**src/rtl/qfd_pkg.sv**
```systemverilog
// Shared constants and types for the quadrature FM discriminator.
// No dependencies; imported by every module of the block.
package qfd_pkg;

    localparam int SAMPLE_WIDTH_DEF = 16;
    localparam int FIELD_W          = 16;
    localparam int GAIN_W           = 16;
    localparam int QUO_W            = 17;
    localparam int FRAC_W           = 16;
    localparam int OP_W             = 19;
    localparam int PROD_W           = 2 * OP_W;
    localparam int PHASE_W          = 17;
    localparam int GAIN_SHIFT       = 8;
    localparam int PHASE_SHIFT      = 3;

    localparam logic [GAIN_W-1:0] GAIN_RESET = 16'd256;

    localparam logic signed [OP_W-1:0] COEF_C3 = -19'sd3047;
    localparam logic signed [OP_W-1:0] COEF_C2 = 19'sd10441;
    localparam logic signed [OP_W-1:0] COEF_C1 = 19'sd21471;

    localparam logic signed [PHASE_W-1:0] PIBY2_Q13 = 17'sd12868;
    localparam logic signed [PHASE_W-1:0] PI_Q13    = 17'sd25736;

    localparam int PADDR_W = 3;
    localparam int PDATA_W = 32;
    localparam int REG_W   = PADDR_W - 2;
    localparam logic [REG_W-1:0] REG_GAIN = 1'b0;

    typedef struct packed {
        logic zero;
        logic swap;
        logic neg_re;
        logic neg_im;
    } t_fold;

endpackage

```
**src/rtl/quadrature_fm_discriminator.sv**
```systemverilog
// Quadrature FM discriminator top level: stream ports, gain register, sequencer.
// Depends on qfd_pkg, qfd_cmul, qfd_div and qfd_poly.
//
// Usage: complex samples enter on the s_axis channel (in_i low half, in_q high
// half of tdata); one frequency word per sample leaves on m_axis. The gain
// register (unsigned Q8.8) sits at APB address 0; the user must write it only
// while idle, which the block itself does not enforce. The first sample after
// reset only primes the stored sample and returns 0 through the S_OUT state.
// Each later sample passes from its transfer through the bit-serial complex
// multiplier, the restoring divider (one quotient bit per cycle) and the
// polynomial unit, with registered handoffs between the units. A zero product
// skips the divider. One sample is in work at a time; s_axis_tready is high
// only while the sequencer is idle.
// A finished result waits in the output register; if the receiver stalls with
// that register full, the next result is held and no new sample is taken.
// Reset clears the stored sample, the primed flag, valid flags and sets gain
// to 1.0.
module quadrature_fm_discriminator #(
    parameter int SAMPLE_WIDTH = qfd_pkg::SAMPLE_WIDTH_DEF
) (
    input  logic                           i_clk,
    input  logic                           i_rst_n,
    input  logic                           s_axis_tvalid,
    output logic                           s_axis_tready,
    input  logic [2*qfd_pkg::FIELD_W-1:0]  s_axis_tdata,   // [15:0] in_i, [31:16] in_q
    output logic                           m_axis_tvalid,
    input  logic                           m_axis_tready,
    output logic [qfd_pkg::FIELD_W-1:0]    m_axis_tdata,   // [15:0] freq
    input  logic                           psel,
    input  logic                           penable,
    input  logic                           pwrite,
    input  logic [qfd_pkg::PADDR_W-1:0]    paddr,
    input  logic [qfd_pkg::PDATA_W-1:0]    pwdata,
    output logic [qfd_pkg::PDATA_W-1:0]    prdata,
    output logic                           pready
);
    import qfd_pkg::*;

    localparam int SW = SAMPLE_WIDTH;
    localparam int AW = 2 * SW + 1;
    localparam int MW = 2 * SW;
    localparam int XW = (SW > FIELD_W) ? SW : FIELD_W;

    typedef enum logic [2:0] {S_IDLE, S_MUL, S_DIV, S_POLY, S_OUT} t_state;

    t_state                    r_state;
    logic                      r_primed;
    logic signed [SW-1:0]      r_prev_i;
    logic signed [SW-1:0]      r_prev_q;
    logic signed [SW-1:0]      r_cur_i;
    logic signed [SW-1:0]      r_cur_q;
    logic                      r_mul_start;
    logic                      r_div_start;
    logic                      r_poly_start;
    logic [MW-1:0]             r_num;
    logic [MW-1:0]             r_den;
    t_fold                     r_fold;
    logic [QUO_W-1:0]          r_a;
    logic [FIELD_W-1:0]        r_res;
    logic                      r_out_valid;
    logic [FIELD_W-1:0]        r_out_data;
    logic [GAIN_W-1:0]         r_gain;

    logic [XW-1:0]             w_ext_i;
    logic [XW-1:0]             w_ext_q;
    logic                      w_in_xfer;
    logic                      w_mul_done;
    logic signed [AW-1:0]      w_re;
    logic signed [AW-1:0]      w_im;
    logic signed [AW-1:0]      w_abs_re;
    logic signed [AW-1:0]      w_abs_im;
    logic [MW-1:0]             w_ax;
    logic [MW-1:0]             w_ay;
    logic                      w_swap;
    logic [MW-1:0]             w_mn;
    logic [MW-1:0]             w_mx;
    t_fold                     w_fold;
    logic                      w_div_done;
    logic [QUO_W-1:0]          w_quo;
    logic                      w_poly_done;
    logic signed [FIELD_W-1:0] w_freq;
    logic                      w_cfg_wr;

    // configuration port
    assign pready   = 1'b1;
    assign w_cfg_wr = psel && penable && pwrite && pready &&
                      (paddr[PADDR_W-1:2] == REG_GAIN);
    assign prdata   = (paddr[PADDR_W-1:2] == REG_GAIN) ? PDATA_W'(r_gain) : '0;

    always_ff @(posedge i_clk) begin
        if (!i_rst_n) begin
            r_gain <= GAIN_RESET;
        end else if (w_cfg_wr) begin
            r_gain <= pwdata[GAIN_W-1:0];
        end
    end

    // sample is the low SW bits of each field
    assign w_ext_i = XW'(s_axis_tdata[FIELD_W-1:0]);
    assign w_ext_q = XW'(s_axis_tdata[2*FIELD_W-1:FIELD_W]);

    assign s_axis_tready = (r_state == S_IDLE);
    assign w_in_xfer     = s_axis_tvalid && s_axis_tready;

    qfd_cmul #(.SW(SW)) u_cmul (
        .i_clk    (i_clk),
        .i_rst_n  (i_rst_n),
        .i_start  (r_mul_start),
        .i_cur_i  (r_cur_i),
        .i_cur_q  (r_cur_q),
        .i_prev_i (r_prev_i),
        .i_prev_q (r_prev_q),
        .o_done   (w_mul_done),
        .o_re     (w_re),
        .o_im     (w_im)
    );

    assign w_abs_re   = w_re[AW-1] ? -w_re : w_re;
    assign w_abs_im   = w_im[AW-1] ? -w_im : w_im;
    assign w_ax       = w_abs_re[MW-1:0];
    assign w_ay       = w_abs_im[MW-1:0];
    assign w_swap     = (w_ay > w_ax);
    assign w_mn       = w_swap ? w_ax : w_ay;
    assign w_mx       = w_swap ? w_ay : w_ax;
    assign w_fold     = '{zero: (w_mx == '0), swap: w_swap,
                          neg_re: w_re[AW-1], neg_im: w_im[AW-1]};

    qfd_div #(.MW(MW)) u_div (
        .i_clk   (i_clk),
        .i_rst_n (i_rst_n),
        .i_start (r_div_start),
        .i_num   (r_num),
        .i_den   (r_den),
        .o_done  (w_div_done),
        .o_quo   (w_quo)
    );

    qfd_poly u_poly (
        .i_clk   (i_clk),
        .i_rst_n (i_rst_n),
        .i_start (r_poly_start),
        .i_a     (r_a),
        .i_fold  (r_fold),
        .i_gain  (r_gain),
        .o_done  (w_poly_done),
        .o_freq  (w_freq)
    );

    always_ff @(posedge i_clk) begin
        if (!i_rst_n) begin
            r_state      <= S_IDLE;
            r_primed     <= 1'b0;
            r_prev_i     <= '0;
            r_prev_q     <= '0;
            r_mul_start  <= 1'b0;
            r_div_start  <= 1'b0;
            r_poly_start <= 1'b0;
            r_out_valid  <= 1'b0;
        end else begin
            r_mul_start  <= 1'b0;
            r_div_start  <= 1'b0;
            r_poly_start <= 1'b0;
            if (r_out_valid && m_axis_tready) begin
                r_out_valid <= 1'b0;
            end
            unique case (r_state)
                S_IDLE: begin
                    if (w_in_xfer) begin
                        r_cur_i <= $signed(w_ext_i[SW-1:0]);
                        r_cur_q <= $signed(w_ext_q[SW-1:0]);
                        if (!r_primed) begin
                            r_prev_i <= $signed(w_ext_i[SW-1:0]);
                            r_prev_q <= $signed(w_ext_q[SW-1:0]);
                            r_primed <= 1'b1;
                            r_res    <= '0;
                            r_state  <= S_OUT;
                        end else begin
                            r_mul_start <= 1'b1;
                            r_state     <= S_MUL;
                        end
                    end
                end
                S_MUL: begin
                    if (w_mul_done) begin
                        r_num    <= w_mn;
                        r_den    <= w_mx;
                        r_fold   <= w_fold;
                        r_prev_i <= r_cur_i;
                        r_prev_q <= r_cur_q;
                        if (w_fold.zero) begin
                            r_a          <= '0;
                            r_poly_start <= 1'b1;
                            r_state      <= S_POLY;
                        end else begin
                            r_div_start <= 1'b1;
                            r_state     <= S_DIV;
                        end
                    end
                end
                S_DIV: begin
                    if (w_div_done) begin
                        r_a          <= w_quo;
                        r_poly_start <= 1'b1;
                        r_state      <= S_POLY;
                    end
                end
                S_POLY: begin
                    if (w_poly_done) begin
                        r_res   <= w_freq;
                        r_state <= S_OUT;
                    end
                end
                S_OUT: begin
                    if (!r_out_valid || m_axis_tready) begin
                        r_out_valid <= 1'b1;
                        r_out_data  <= r_res;
                        r_state     <= S_IDLE;
                    end
                end
                default: begin
                    r_state <= S_IDLE;
                end
            endcase
        end
    end

    assign m_axis_tvalid = r_out_valid;
    assign m_axis_tdata  = r_out_data;

endmodule

```
**src/rtl/qfd_cmul.sv**
```systemverilog
// Bit-serial conjugate product cur*conj(prev) as re and im, one multiplier bit per cycle.
// Depends on qfd_pkg for the default sample width.
module qfd_cmul #(
    parameter int SW = qfd_pkg::SAMPLE_WIDTH_DEF
) (
    input  logic                 i_clk,
    input  logic                 i_rst_n,
    input  logic                 i_start,
    input  logic signed [SW-1:0] i_cur_i,
    input  logic signed [SW-1:0] i_cur_q,
    input  logic signed [SW-1:0] i_prev_i,
    input  logic signed [SW-1:0] i_prev_q,
    output logic                 o_done,
    output logic signed [2*SW:0] o_re,
    output logic signed [2*SW:0] o_im
);
    localparam int AW = 2 * SW + 1;
    localparam int CW = $clog2(SW);

    logic                 r_busy;
    logic                 r_done;
    logic [CW-1:0]        r_cnt;
    logic [SW-1:0]        r_sh_i;
    logic [SW-1:0]        r_sh_q;
    logic signed [AW-1:0] r_acc_re;
    logic signed [AW-1:0] r_acc_im;
    logic signed [AW-1:0] w_pi;
    logic signed [AW-1:0] w_pq;
    logic signed [AW-1:0] w_term_re;
    logic signed [AW-1:0] w_term_im;
    logic signed [AW-1:0] n_acc_re;
    logic signed [AW-1:0] n_acc_im;
    logic                 w_msb;

    assign w_pi      = AW'(i_prev_i);
    assign w_pq      = AW'(i_prev_q);
    assign w_msb     = (r_cnt == '0);
    assign w_term_re = (r_sh_i[SW-1] ? w_pi : '0) + (r_sh_q[SW-1] ? w_pq : '0);
    assign w_term_im = (r_sh_q[SW-1] ? w_pi : '0) - (r_sh_i[SW-1] ? w_pq : '0);
    // MSB first; the sign bit carries negative weight
    assign n_acc_re  = (r_acc_re <<< 1) + (w_msb ? -w_term_re : w_term_re);
    assign n_acc_im  = (r_acc_im <<< 1) + (w_msb ? -w_term_im : w_term_im);

    always_ff @(posedge i_clk) begin
        if (!i_rst_n) begin
            r_busy <= 1'b0;
            r_done <= 1'b0;
            r_cnt  <= '0;
        end else begin
            r_done <= 1'b0;
            if (i_start) begin
                r_busy   <= 1'b1;
                r_cnt    <= '0;
                r_sh_i   <= i_cur_i;
                r_sh_q   <= i_cur_q;
                r_acc_re <= '0;
                r_acc_im <= '0;
            end else if (r_busy) begin
                r_acc_re <= n_acc_re;
                r_acc_im <= n_acc_im;
                r_sh_i   <= {r_sh_i[SW-2:0], 1'b0};
                r_sh_q   <= {r_sh_q[SW-2:0], 1'b0};
                r_cnt    <= r_cnt + 1'b1;
                if (r_cnt == CW'(SW - 1)) begin
                    r_busy <= 1'b0;
                    r_done <= 1'b1;
                end
            end
        end
    end

    assign o_done = r_done;
    assign o_re   = r_acc_re;
    assign o_im   = r_acc_im;

endmodule

```
**src/rtl/qfd_div.sv**
```systemverilog
// Restoring divider, one quotient bit per cycle: quo = floor(num * 2^16 / den).
// Expects num <= den, den nonzero. Depends on qfd_pkg.
module qfd_div #(
    parameter int MW = 2 * qfd_pkg::SAMPLE_WIDTH_DEF
) (
    input  logic                       i_clk,
    input  logic                       i_rst_n,
    input  logic                       i_start,
    input  logic [MW-1:0]              i_num,
    input  logic [MW-1:0]              i_den,
    output logic                       o_done,
    output logic [qfd_pkg::QUO_W-1:0]  o_quo
);
    import qfd_pkg::*;

    localparam int CW = $clog2(QUO_W);

    logic            r_busy;
    logic            r_done;
    logic [CW-1:0]   r_cnt;
    logic [MW:0]     r_rem;
    logic [MW-1:0]   r_den;
    logic [QUO_W-1:0] r_quo;
    logic [MW+1:0]   w_diff;
    logic            w_ge;
    logic [MW:0]     w_rest;

    assign w_diff = {1'b0, r_rem} - {2'b00, r_den};
    assign w_ge   = !w_diff[MW+1];
    assign w_rest = w_ge ? w_diff[MW:0] : r_rem;

    always_ff @(posedge i_clk) begin
        if (!i_rst_n) begin
            r_busy <= 1'b0;
            r_done <= 1'b0;
            r_cnt  <= '0;
        end else begin
            r_done <= 1'b0;
            if (i_start) begin
                r_busy <= 1'b1;
                r_cnt  <= '0;
                r_rem  <= {1'b0, i_num};
                r_den  <= i_den;
                r_quo  <= '0;
            end else if (r_busy) begin
                r_rem <= {w_rest[MW-1:0], 1'b0};
                r_quo <= {r_quo[QUO_W-2:0], w_ge};
                r_cnt <= r_cnt + 1'b1;
                if (r_cnt == CW'(QUO_W - 1)) begin
                    r_busy <= 1'b0;
                    r_done <= 1'b1;
                end
            end
        end
    end

    assign o_done = r_done;
    assign o_quo  = r_quo;

endmodule

```
**src/rtl/qfd_poly.sv**
```systemverilog
// Cubic arctangent polynomial, octant fold and gain scaling on one shared multiplier.
// Depends on qfd_pkg for coefficients and the fold flags.
module qfd_poly (
    input  logic                               i_clk,
    input  logic                               i_rst_n,
    input  logic                               i_start,
    input  logic [qfd_pkg::QUO_W-1:0]          i_a,
    input  qfd_pkg::t_fold                     i_fold,
    input  logic [qfd_pkg::GAIN_W-1:0]         i_gain,
    output logic                               o_done,
    output logic signed [qfd_pkg::FIELD_W-1:0] o_freq
);
    import qfd_pkg::*;

    typedef enum logic [2:0] {
        ST_IDLE, ST_SQ, ST_T1, ST_T2, ST_T3, ST_T4, ST_FOLD, ST_GAIN
    } t_state;

    localparam logic signed [PROD_W-1:0] RND_HALF = PROD_W'(1) <<< (FRAC_W - 1);
    localparam logic signed [PROD_W-1:0] Y_MAX = (PROD_W'(1) <<< (FIELD_W - 1)) - PROD_W'(1);
    localparam logic signed [PROD_W-1:0] Y_MIN = -(PROD_W'(1) <<< (FIELD_W - 1));
    localparam logic signed [OP_W-1:0]   P_HALF = OP_W'(1) <<< (PHASE_SHIFT - 1);
    localparam logic signed [FIELD_W-1:0] F_MAX = {1'b0, {(FIELD_W-1){1'b1}}};
    localparam logic signed [FIELD_W-1:0] F_MIN = {1'b1, {(FIELD_W-1){1'b0}}};

    t_state                     r_state;
    logic                       r_done;
    logic [QUO_W-1:0]           r_a;
    t_fold                      r_fold;
    logic signed [OP_W-1:0]     r_s;
    logic signed [OP_W-1:0]     r_t;
    logic signed [PHASE_W-1:0]  r_p;
    logic signed [FIELD_W-1:0]  r_freq;

    logic signed [OP_W-1:0]     w_a_op;
    logic signed [OP_W-1:0]     w_x;
    logic signed [OP_W-1:0]     w_y;
    logic signed [PROD_W-1:0]   w_prod;
    logic signed [PROD_W-1:0]   w_rnd;
    logic signed [OP_W-1:0]     w_rnd_op;
    logic signed [OP_W-1:0]     w_r;
    logic signed [OP_W-1:0]     w_pr;
    logic signed [PHASE_W-1:0]  w_p1;
    logic signed [PHASE_W-1:0]  w_p2;
    logic signed [PHASE_W-1:0]  w_p3;
    logic signed [PHASE_W-1:0]  w_p;
    logic signed [PROD_W-1:0]   w_scaled;
    logic signed [FIELD_W-1:0]  w_sat;

    assign w_a_op = $signed(OP_W'(r_a));

    always_comb begin
        unique case (r_state)
            ST_SQ: begin
                w_x = w_a_op;
                w_y = w_a_op;
            end
            ST_T1: begin
                w_x = COEF_C3;
                w_y = r_s;
            end
            ST_T2, ST_T3: begin
                w_x = r_t;
                w_y = r_s;
            end
            ST_T4: begin
                w_x = r_t;
                w_y = w_a_op;
            end
            ST_GAIN: begin
                w_x = OP_W'(r_p);
                w_y = $signed(OP_W'(i_gain));
            end
            ST_IDLE, ST_FOLD: begin
                w_x = '0;
                w_y = '0;
            end
        endcase
    end

    assign w_prod   = w_x * w_y;
    assign w_rnd    = (w_prod + RND_HALF) >>> FRAC_W;
    assign w_rnd_op = w_rnd[OP_W-1:0];

    // phase in Q3.13 from the Q16 angle, then octant fold
    assign w_r  = r_t + w_a_op;
    assign w_pr = (w_r + P_HALF) >>> PHASE_SHIFT;
    assign w_p1 = r_fold.swap   ? PIBY2_Q13 - w_pr[PHASE_W-1:0] : w_pr[PHASE_W-1:0];
    assign w_p2 = r_fold.neg_re ? PI_Q13 - w_p1 : w_p1;
    assign w_p3 = r_fold.neg_im ? -w_p2 : w_p2;
    assign w_p  = r_fold.zero   ? '0 : w_p3;

    assign w_scaled = w_prod >>> GAIN_SHIFT;

    always_comb begin
        priority if (w_scaled > Y_MAX) begin
            w_sat = F_MAX;
        end else if (w_scaled < Y_MIN) begin
            w_sat = F_MIN;
        end else begin
            w_sat = w_scaled[FIELD_W-1:0];
        end
    end

    always_ff @(posedge i_clk) begin
        if (!i_rst_n) begin
            r_state <= ST_IDLE;
            r_done  <= 1'b0;
        end else begin
            r_done <= 1'b0;
            unique case (r_state)
                ST_IDLE: begin
                    if (i_start) begin
                        r_a     <= i_a;
                        r_fold  <= i_fold;
                        r_state <= ST_SQ;
                    end
                end
                ST_SQ: begin
                    r_s     <= w_rnd_op;
                    r_state <= ST_T1;
                end
                ST_T1: begin
                    r_t     <= w_rnd_op + COEF_C2;
                    r_state <= ST_T2;
                end
                ST_T2: begin
                    r_t     <= w_rnd_op - COEF_C1;
                    r_state <= ST_T3;
                end
                ST_T3: begin
                    r_t     <= w_rnd_op;
                    r_state <= ST_T4;
                end
                ST_T4: begin
                    r_t     <= w_rnd_op;
                    r_state <= ST_FOLD;
                end
                ST_FOLD: begin
                    r_p     <= w_p;
                    r_state <= ST_GAIN;
                end
                ST_GAIN: begin
                    r_freq  <= w_sat;
                    r_done  <= 1'b1;
                    r_state <= ST_IDLE;
                end
            endcase
        end
    end

    assign o_done = r_done;
    assign o_freq = r_freq;

endmodule

```
**config.mk**
```make
export PLATFORM = sky130hd
export DESIGN_NAME = quadrature_fm_discriminator
export DESIGN_NICKNAME = d
export VERILOG_FILES = /design/src/rtl/qfd_pkg.sv /design/src/rtl/quadrature_fm_discriminator.sv /design/src/rtl/qfd_cmul.sv /design/src/rtl/qfd_div.sv /design/src/rtl/qfd_poly.sv
export SDC_FILE = /design/constraint.sdc
export NUM_CORES = 2
export LEC_CHECK = 0
export ABC_AREA = 1
export BUFFER_PORTS_ARGS = -buffer_cell sky130_fd_sc_hd__buf_2
export CAP_MARGIN = 20
export CORE_ASPECT_RATIO = 0.7
export CORE_UTILIZATION = 55
export DETAILED_ROUTE_END_ITERATION = 10
export PLACE_DENSITY = 0.74
export SYNTH_ARGS = -nofsm -noshare
export SYNTH_HDL_FRONTEND = slang
export SYNTH_HIERARCHICAL = 1
export SYNTH_SLANG_ARGS = --single-unit
```
**constraint.sdc**
```tcl
create_clock -name i_clk -period 9.2 [get_ports i_clk]
set_input_delay 0.46 -clock i_clk [delete_from_list [all_inputs] [get_ports i_clk]]
set_output_delay 0.46 -clock i_clk [all_outputs]
set_load 0.01 [all_outputs]
```
### Word level (Yosys, flattened, before mapping)

Index checks and enable logic that the tools add are counted.

| word-level totals | value |
|---|---|
| flip-flop bits (word level) | 494 |
| latch bits | 0 |
| RAM bits | 0 |
| ROM bits | 0 |
| output and inout port bits | 51 |
| word-level logic and storage cells | 208 |
| memories kept | 0 |

| operators by class | value |
|---|---|
| add/subtract/negate cells | 19 |
| $mul | 1 |
| divide/modulo/power cells | 0 |
| $lt $le $gt $ge | 3 |
| eq/ne operators | 21 |
| shift-type cells | 0 |
| mux-type cells | 72 |
| bitwise gates (word level) | 4 |
| reduce and logical (&&, ||, !) cells | 43 |

Operators with widths:

| cell | number |
|---|---|
| $mux W33 | 9 |
| $mux W16 | 15 |
| $mux W32 | 6 |
| $mux W17 | 7 |
| $add A33 B33 Y33 | 3 |
| $pmux W16 S2 | 3 |
| $pmux W19 S5 | 1 |
| $pmux W19 S4 | 1 |
| $neg A33 Y33 | 2 |
| $neg A32 Y32 | 2 |
| $pmux W19 S3 | 1 |
| $mul A19 B19 Y38 | 1 |
| $add A35 B17 Y35 const B | 1 |
| $pmux W17 S2 | 1 |
| $sub A33 B32 Y34 | 1 |
| $sub A33 B33 Y33 | 1 |
| $gt A32 B32 Y1 | 1 |
| $logic_not A32 Y1 | 1 |
| $gt A30 B16 Y1 const B | 1 |
| $lt A30 B16 Y1 const B | 1 |
| $pmux W3 S8 | 1 |
| $mux W3 | 7 |
| $add A19 B15 Y19 const B | 1 |
| $add A19 B18 Y19 | 1 |
| 31 further kinds | 94 |

### Logic depth before layout (Yosys ltp)

| depth | value |
|---|---|
| depth after elaboration | 8 |
| mapped depth | 53 |
| gate-level depth less buffers | 52 |

### Cells and area by module

The synthesis kept the hierarchy.

By module, submodules not included:

| module | times used | cells each | area an instance (sq um) |
|---|---|---|---|
| qfd_poly | 1 | 2678 | 21307.9 |
| quadrature_fm_discriminator | 1 | 1371 | 11172.0 |
| qfd_cmul | 1 | 1581 | 10852.9 |
| qfd_div | 1 | 920 | 6432.4 |

### Worst setup path before layout

Ideal clock, no wire load.

| path | value |
|---|---|
| path kind | reg-to-reg |
| start | register u_poly.r_state[2] |
| end | register u_poly.r_t[18], data pin |
| library setup time | 0.252 ns |
| arrival | 8.746 ns |
| required time | 8.948 ns |
| path slack | 0.201 ns |
| stages on the path, launching flop included | 47 |
| buffers on the path | 3 |
| cell sequence | dfxtp_1 -> inv_2 -> nor2_4 -> clkbuf_1 -> clkbuf_1 -> nand2_1 -> o211ai_1 -> o21ai_1 -> clkbuf_1 -> nor2_1 -> fa_1 -> fa_1 -> inv_1 -> fa_1 -> inv_1 -> fa_1 -> inv_1 -> fa_1 -> (+11 left out) -> nand2_1 -> nor2_4 -> nand3b_1 -> nand3b_1 -> nor3_1 -> xor2_1 -> inv_1 -> ha_1 -> nand2_1 -> inv_1 -> nor3_1 -> inv_1 -> nor2_1 -> nand2_2 -> nand2_1 -> nand2_1 -> nand3_1 -> nand2_1 |

| between the ends | value |
|---|---|
| word-level cells in the longest chain between the ends | 7 |
| elaborated cells on any way between the ends | 20 |

RTL lines:

| element | line | text |
|---|---|---|
| start, declared | qfd_poly.sv:26 | `t_state r_state;` |
| start signal, assigned | qfd_poly.sv:107 | `r_state <= ST_IDLE;` |
| start signal, assigned | qfd_poly.sv:116 | `r_state <= ST_SQ;` |
| start signal, assigned | qfd_poly.sv:121 | `r_state <= ST_T1;` |
| $eq A3 B2 Y1 (tied with other cells) | qfd_poly.sv:53 | `unique case (r_state)` |
| $reduce_or A3 Y1 (no line) (tied with other cells) | - |  |
| $pmux W19 S5 or $pmux W19 S4 (tied branches) | qfd_poly.sv:53 |  |
| $mul A19 B19 Y38 * | qfd_poly.sv:81 | `assign w_prod = w_x * w_y;` |
| $add A35 B17 Y35 * | qfd_poly.sv:82 | `assign w_rnd = (w_prod + RND_HALF) >>> FRAC_W;` |
| named net u_poly.w_rnd[17] | qfd_poly.sv:39 | `logic signed [PROD_W-1:0] w_rnd;` |
| $sub A19 B16 Y19 or $add A19 B15 Y19 (tied branches) | qfd_poly.sv:128, qfd_poly.sv:124 |  |
| $pmux W19 S3 * | qfd_poly.sv:111 | `unique case (r_state)` |
| end signal, assigned | qfd_poly.sv:128 | `r_t <= w_rnd_op - COEF_C1;` |
| end signal, assigned | qfd_poly.sv:132 | `r_t <= w_rnd_op;` |
| end signal, assigned | qfd_poly.sv:136 | `r_t <= w_rnd_op;` |
| end, declared | qfd_poly.sv:31 | `logic signed [OP_W-1:0] r_t;` |

Mark *: on every way through the listed nets, which the timed path passes. The rest lies on a longest branch.
A chain may end at the register's enable or synchronous reset.

### Worst setup path in the final report

| path | value |
|---|---|
| start | register u_poly.r_state[1] |
| end | register u_poly.r_t[18], data pin |

The elaborated chain is that of the path after synthesis.

==> out/qor.yml <==
status:
  status: "finished, final reports clean"
worst_setup_path:
  slowest_stage_cell_on_the_critical_path: "fa_2"
  critical_path.startpoint_type: "flop"
  delay_contributed_by_the_slowest_stage_of_the_critical_path_ps: 650
  timing.setup.critical_path_class: "flop to flop"
  worstPathArrival_ps: 9380
  crit_required_ps: 9600
  timing.critical_path.to_type: "flop"
  cp_common_cell: "buf_4"
  critical_path_peak_fanout: 6
pwr:
  power.net_switching_mw: 5.927
  netSwitchingFraction: 0.4675
  power.sequential.fraction: 0.251
  power.ir.vdd_worst_mv: 0.3357
  power.clock.fraction: 0.170
  static-leakage-power_nw: 28.66
  pwr-share-comb: 0.578
  internal_mw: 6.752
  power_per_cell_area_nw_per_um2: 222.1
cells_and_area:
  diodes: 0
  area.sequential_um2: 14120
  final_area_um2: 57090
  post_route_cells_drive_above_1_share: 0.1381
  area.growth.synth_to_final_pct: 14.73
  multi_input_comb_area_um2: 31200
  final_nets: 7735
  nFillCells: 7696
  final_cells: 8162
sta:
  min_period_over_period: 0.9760
  final.setup_skew_ps: 51.48
  worst_slack_ps: 221.2
  timing_hold_violations_final: 0
  worst-slew-pin-transition_ps: 1019
  fmax_ghz: 0.1114
  unrepaired_setup_endpoints_after_global_routing: "true"
  slew_margin_rel: 0.3209
  post-route-min-period_ps: 8979
  timing.final.setup_violations: 0
  timing.setup.tns_ps: 0
  timing.final.max_slew_violations: 0
cts:
  tritoncts.num_buffers: 50
  cts.root.buffer_cell: "clkbuf_16"
  insertion_delay_ps: 640
  hold_buffers: 0
  clock_tree_from_tritoncts: "built"
  cts_max_level: 2
  cts.reportedPaths.clkPinSlew_ps: 70
  number_of_clock_sinks_seen_by_cts: 494
  cts_max_path_buffers: 3
die:
  die-area_um2: 91710
  initial_core_util: 0.5604
  die-height_um: 253.7
  boundaryPins: 125
  die-width_um: 361.5
  design.core.area_um2: 88810
  row_cnt: 91
placed_design:
  placedCellCount: 8036
  place_ws_ps: -403.3
  placer_s_final_routability_congestion_estimate: 0.9869
  place.port_buffers: 89
  hpwl_um: 118800
  detailed_place.area_um2: 54010
grt:
  largest_net_degree_at_the_start_of_global_routing: 104
  vias_in_the_first_global_route: 41660
  grt.busiest_layer: "met2"
  globalRouteMet3Util: 0.06984
  initial_antenna_violation_count: 0
  track_usage: 0.3211
  met1_usage: 0.4714
  grt.met2_usage: 0.4837
  grt_overflow: 0
  grt_first_pass_wirelength_um: 230700
yosys:
  post_synth_inst_count: 6550
  netlist_area_um2: 49770
  synth.yosys.warnings: 6
  yosysSeqAreaShare: 0.2834
  netlist-cell-type-count: 69
  synthesis.area_per_instance_um2: 7.598
  synth-seq-cells: 494
routing:
  ant_nets: 0
  drt_iter0_drc: 4313
  drt_first_pass_iters: 6
  routed_wire_length_per_instance_um: 18.09
  postRouteWirelength_um: 147700
  vias_per_cell: 5.420
  routed-via-count: 44240
  drc_errors: 0
min_path:
  min_path_type: "primary input to flop"
run:
  max_cap_viol_count: 0
-- state kept, by name, summed over array words and instances, names as in the netlist, 17 cells and up --
| signal | count |
|---|---|
| u_div/r_rem | 33 |
| u_poly/r_a | 17 |
| u_poly/r_s | 19 |
| u_div/r_den | 32 |
| u_cmul/o_re | 33 |
| r_den | 32 |
| u_div/o_quo | 17 |
| u_cmul/o_im | 33 |
| r_a | 17 |
| u_poly/r_t | 19 |
| r_num | 32 |
| u_poly/r_p | 17 |
-- worst paths after layout --
check / from / slack [ps] / cells past startpoint / end
setup / recovery: u_poly/r_state[1]$_SDFFE_PN0P_ / 220 / 49 / u_poly/r_t[18]$_DFFE_PP_
hold / removal: s_axis_tdata[23] / 40 / 1 / r_cur_q[7]$_DFFE_PP_
setup reg to reg: u_poly/r_state[1]$_SDFFE_PN0P_ / 220 / 49 / u_poly/r_t[18]$_DFFE_PP_
hold reg to reg: r_a[1]$_SDFFCE_PP0P_ / 400 / 0 / u_poly/r_a[1]$_DFFE_PP_
-- power by group through the flow --
stage	Clock, mW	Sequential (mW)	Combinational (mW)
5_1_grt	2.28	3.20	8.22
2_1_floorplan	0	3.12	5.18
6_report	2.16	3.19	7.33
3_5_place_dp	0	3.22	7.04
3_3_place_gp	0	3.22	6.89
4_1_cts	2.20	3.18	7.11
-- critical path, delay by kind of cell, from the launching register on --
family	cells	cell delay, ps
XOR/XNOR	1	270
AND/OR/NAND/NOR	22	2450
buffers and inverters	16	1890
adder cells (fa/ha/maj)	9	3670
flip-flops	1	370
AO/OA/AOI/OAI	1	140
-- layout make-up --
type | count | area share
Clock buffer | 65 | 0.02417
Clock inverter | 29 | 0.005807
Inverter | 1244 | 0.08255
Multi-Input combinational cell | 4662 | 0.5465
Sequential cell | 494 | 0.2473
Tap cell | 1162 | 0.02547
Timing Repair Buffer | 505 | 0.06807
Timing Repair inverter | 1 | 0.0001315
-- cells in the final DEF, fill, tap and decap left out, drive strengths merged, types with 5 or more instances in the layout --
cell / synthesis / layout
o21bai: 12 / 12
nand3: 307 / 307
or2: 11 / 11
xnor2: 55 / 55
and2: 8 / 8
o21ai: 283 / 283
a31oi: 49 / 49
o21a: 34 / 34
bufinv: 0 / 5
a22oi: 8 / 8
conb: 2 / 17
ha: 326 / 326
inv: 1227 / 1236
a21o: 15 / 15
nand4: 72 / 72
buf: 56 / 503
nand3b: 53 / 53
a21oi: 287 / 287
o211ai: 6 / 6
edfxtp: 421 / 421
fa: 377 / 377
nor3: 47 / 47
a21boi: 8 / 8
a221o: 12 / 12
dfxtp: 73 / 73
clkinvlp: 0 / 8
nand2: 1854 / 1854
nor4: 9 / 9
clkinv: 17 / 25
xor2: 109 / 109
nor2: 675 / 676
clkbuf: 110 / 67
-- logic make-up (layout without fill, tap and decap cells) --
family / count (synthesis) / in the layout / share of synthesized area
simple gates: 3040 / 3041 / 0.2590
buf+inv: 1410 / 1844 / 0.1102
xor+xnor: 164 / 164 / 0.02962
other cells: 2 / 17 / 0.0001509
compound gates: 737 / 737 / 0.08407
flops: 494 / 494 / 0.2834
fa+ha+maj: 703 / 703 / 0.2336
-- cells in the mapped netlist (all sizes together) --
cell,instances,area (um^2)
nand2,1854,7208
inv,1227,4608
nor2,675,2688
edfxtp,421,12640
fa,377,7547
ha,326,4079
nand3,307,1617
a21oi,287,1459
o21ai,283,1469
clkbuf,110,422.9
xor2,109,992.2
dfxtp,73,1461
nand4,72,462.9
buf,56,387.9
xnor2,55,481.7
nand3b,53,435.4
a31oi,49,306.5
nor3,47,255.3
o21a,34,255.2
clkinv,17,63.81
a21o,15,112.6
a221o,12,120.1
o21bai,12,90.09
or2,11,71.32
nor4,9,71.32
a21boi,8,63.81
a22oi,8,60.06
and2,8,50.05
o211ai,6,45.04
a221oi,4,35.03
o221ai,4,35.03
o31ai,4,43.79
nor3b,3,22.52
o2111ai,3,26.28
o22ai,3,18.77
a211oi,2,15.01
conb,2,7.510
and3,1,6.260
o221a,1,11.26
o2bb2ai,1,8.760
o311ai,1,8.760
-- timing repair --
item | 4_1_cts | 5_1_grt
setup endpoints to repair | 11 | 12
resized for setup | 56 | 219
cloned | 1 | 4
buffers inserted | 4 | 22
pin swaps | 8 | 96
-- metal layers --
metal | vias up | share of wire
met5 | - | 0
met4 | 0 | 0.025
met3 | 206 | 0.098
met2 | 1794 | 0.42
met1 | 20810 | 0.45
li1 | 21430 | -
-- through the flow --
step	power [mW]	utilization	hold WS [ps]
5_1_grt	13.70	0.6429	16.98
3_5_place_dp	10.26	0.6081	404.5
4_1_cts	12.48	0.6304	8.132
3_3_place_gp	10.11	0.6081	402.9
6_report	12.68	0.6429	37.86
2_1_floorplan	8.306	-	400.3
(Power assumes the default switching activity.)
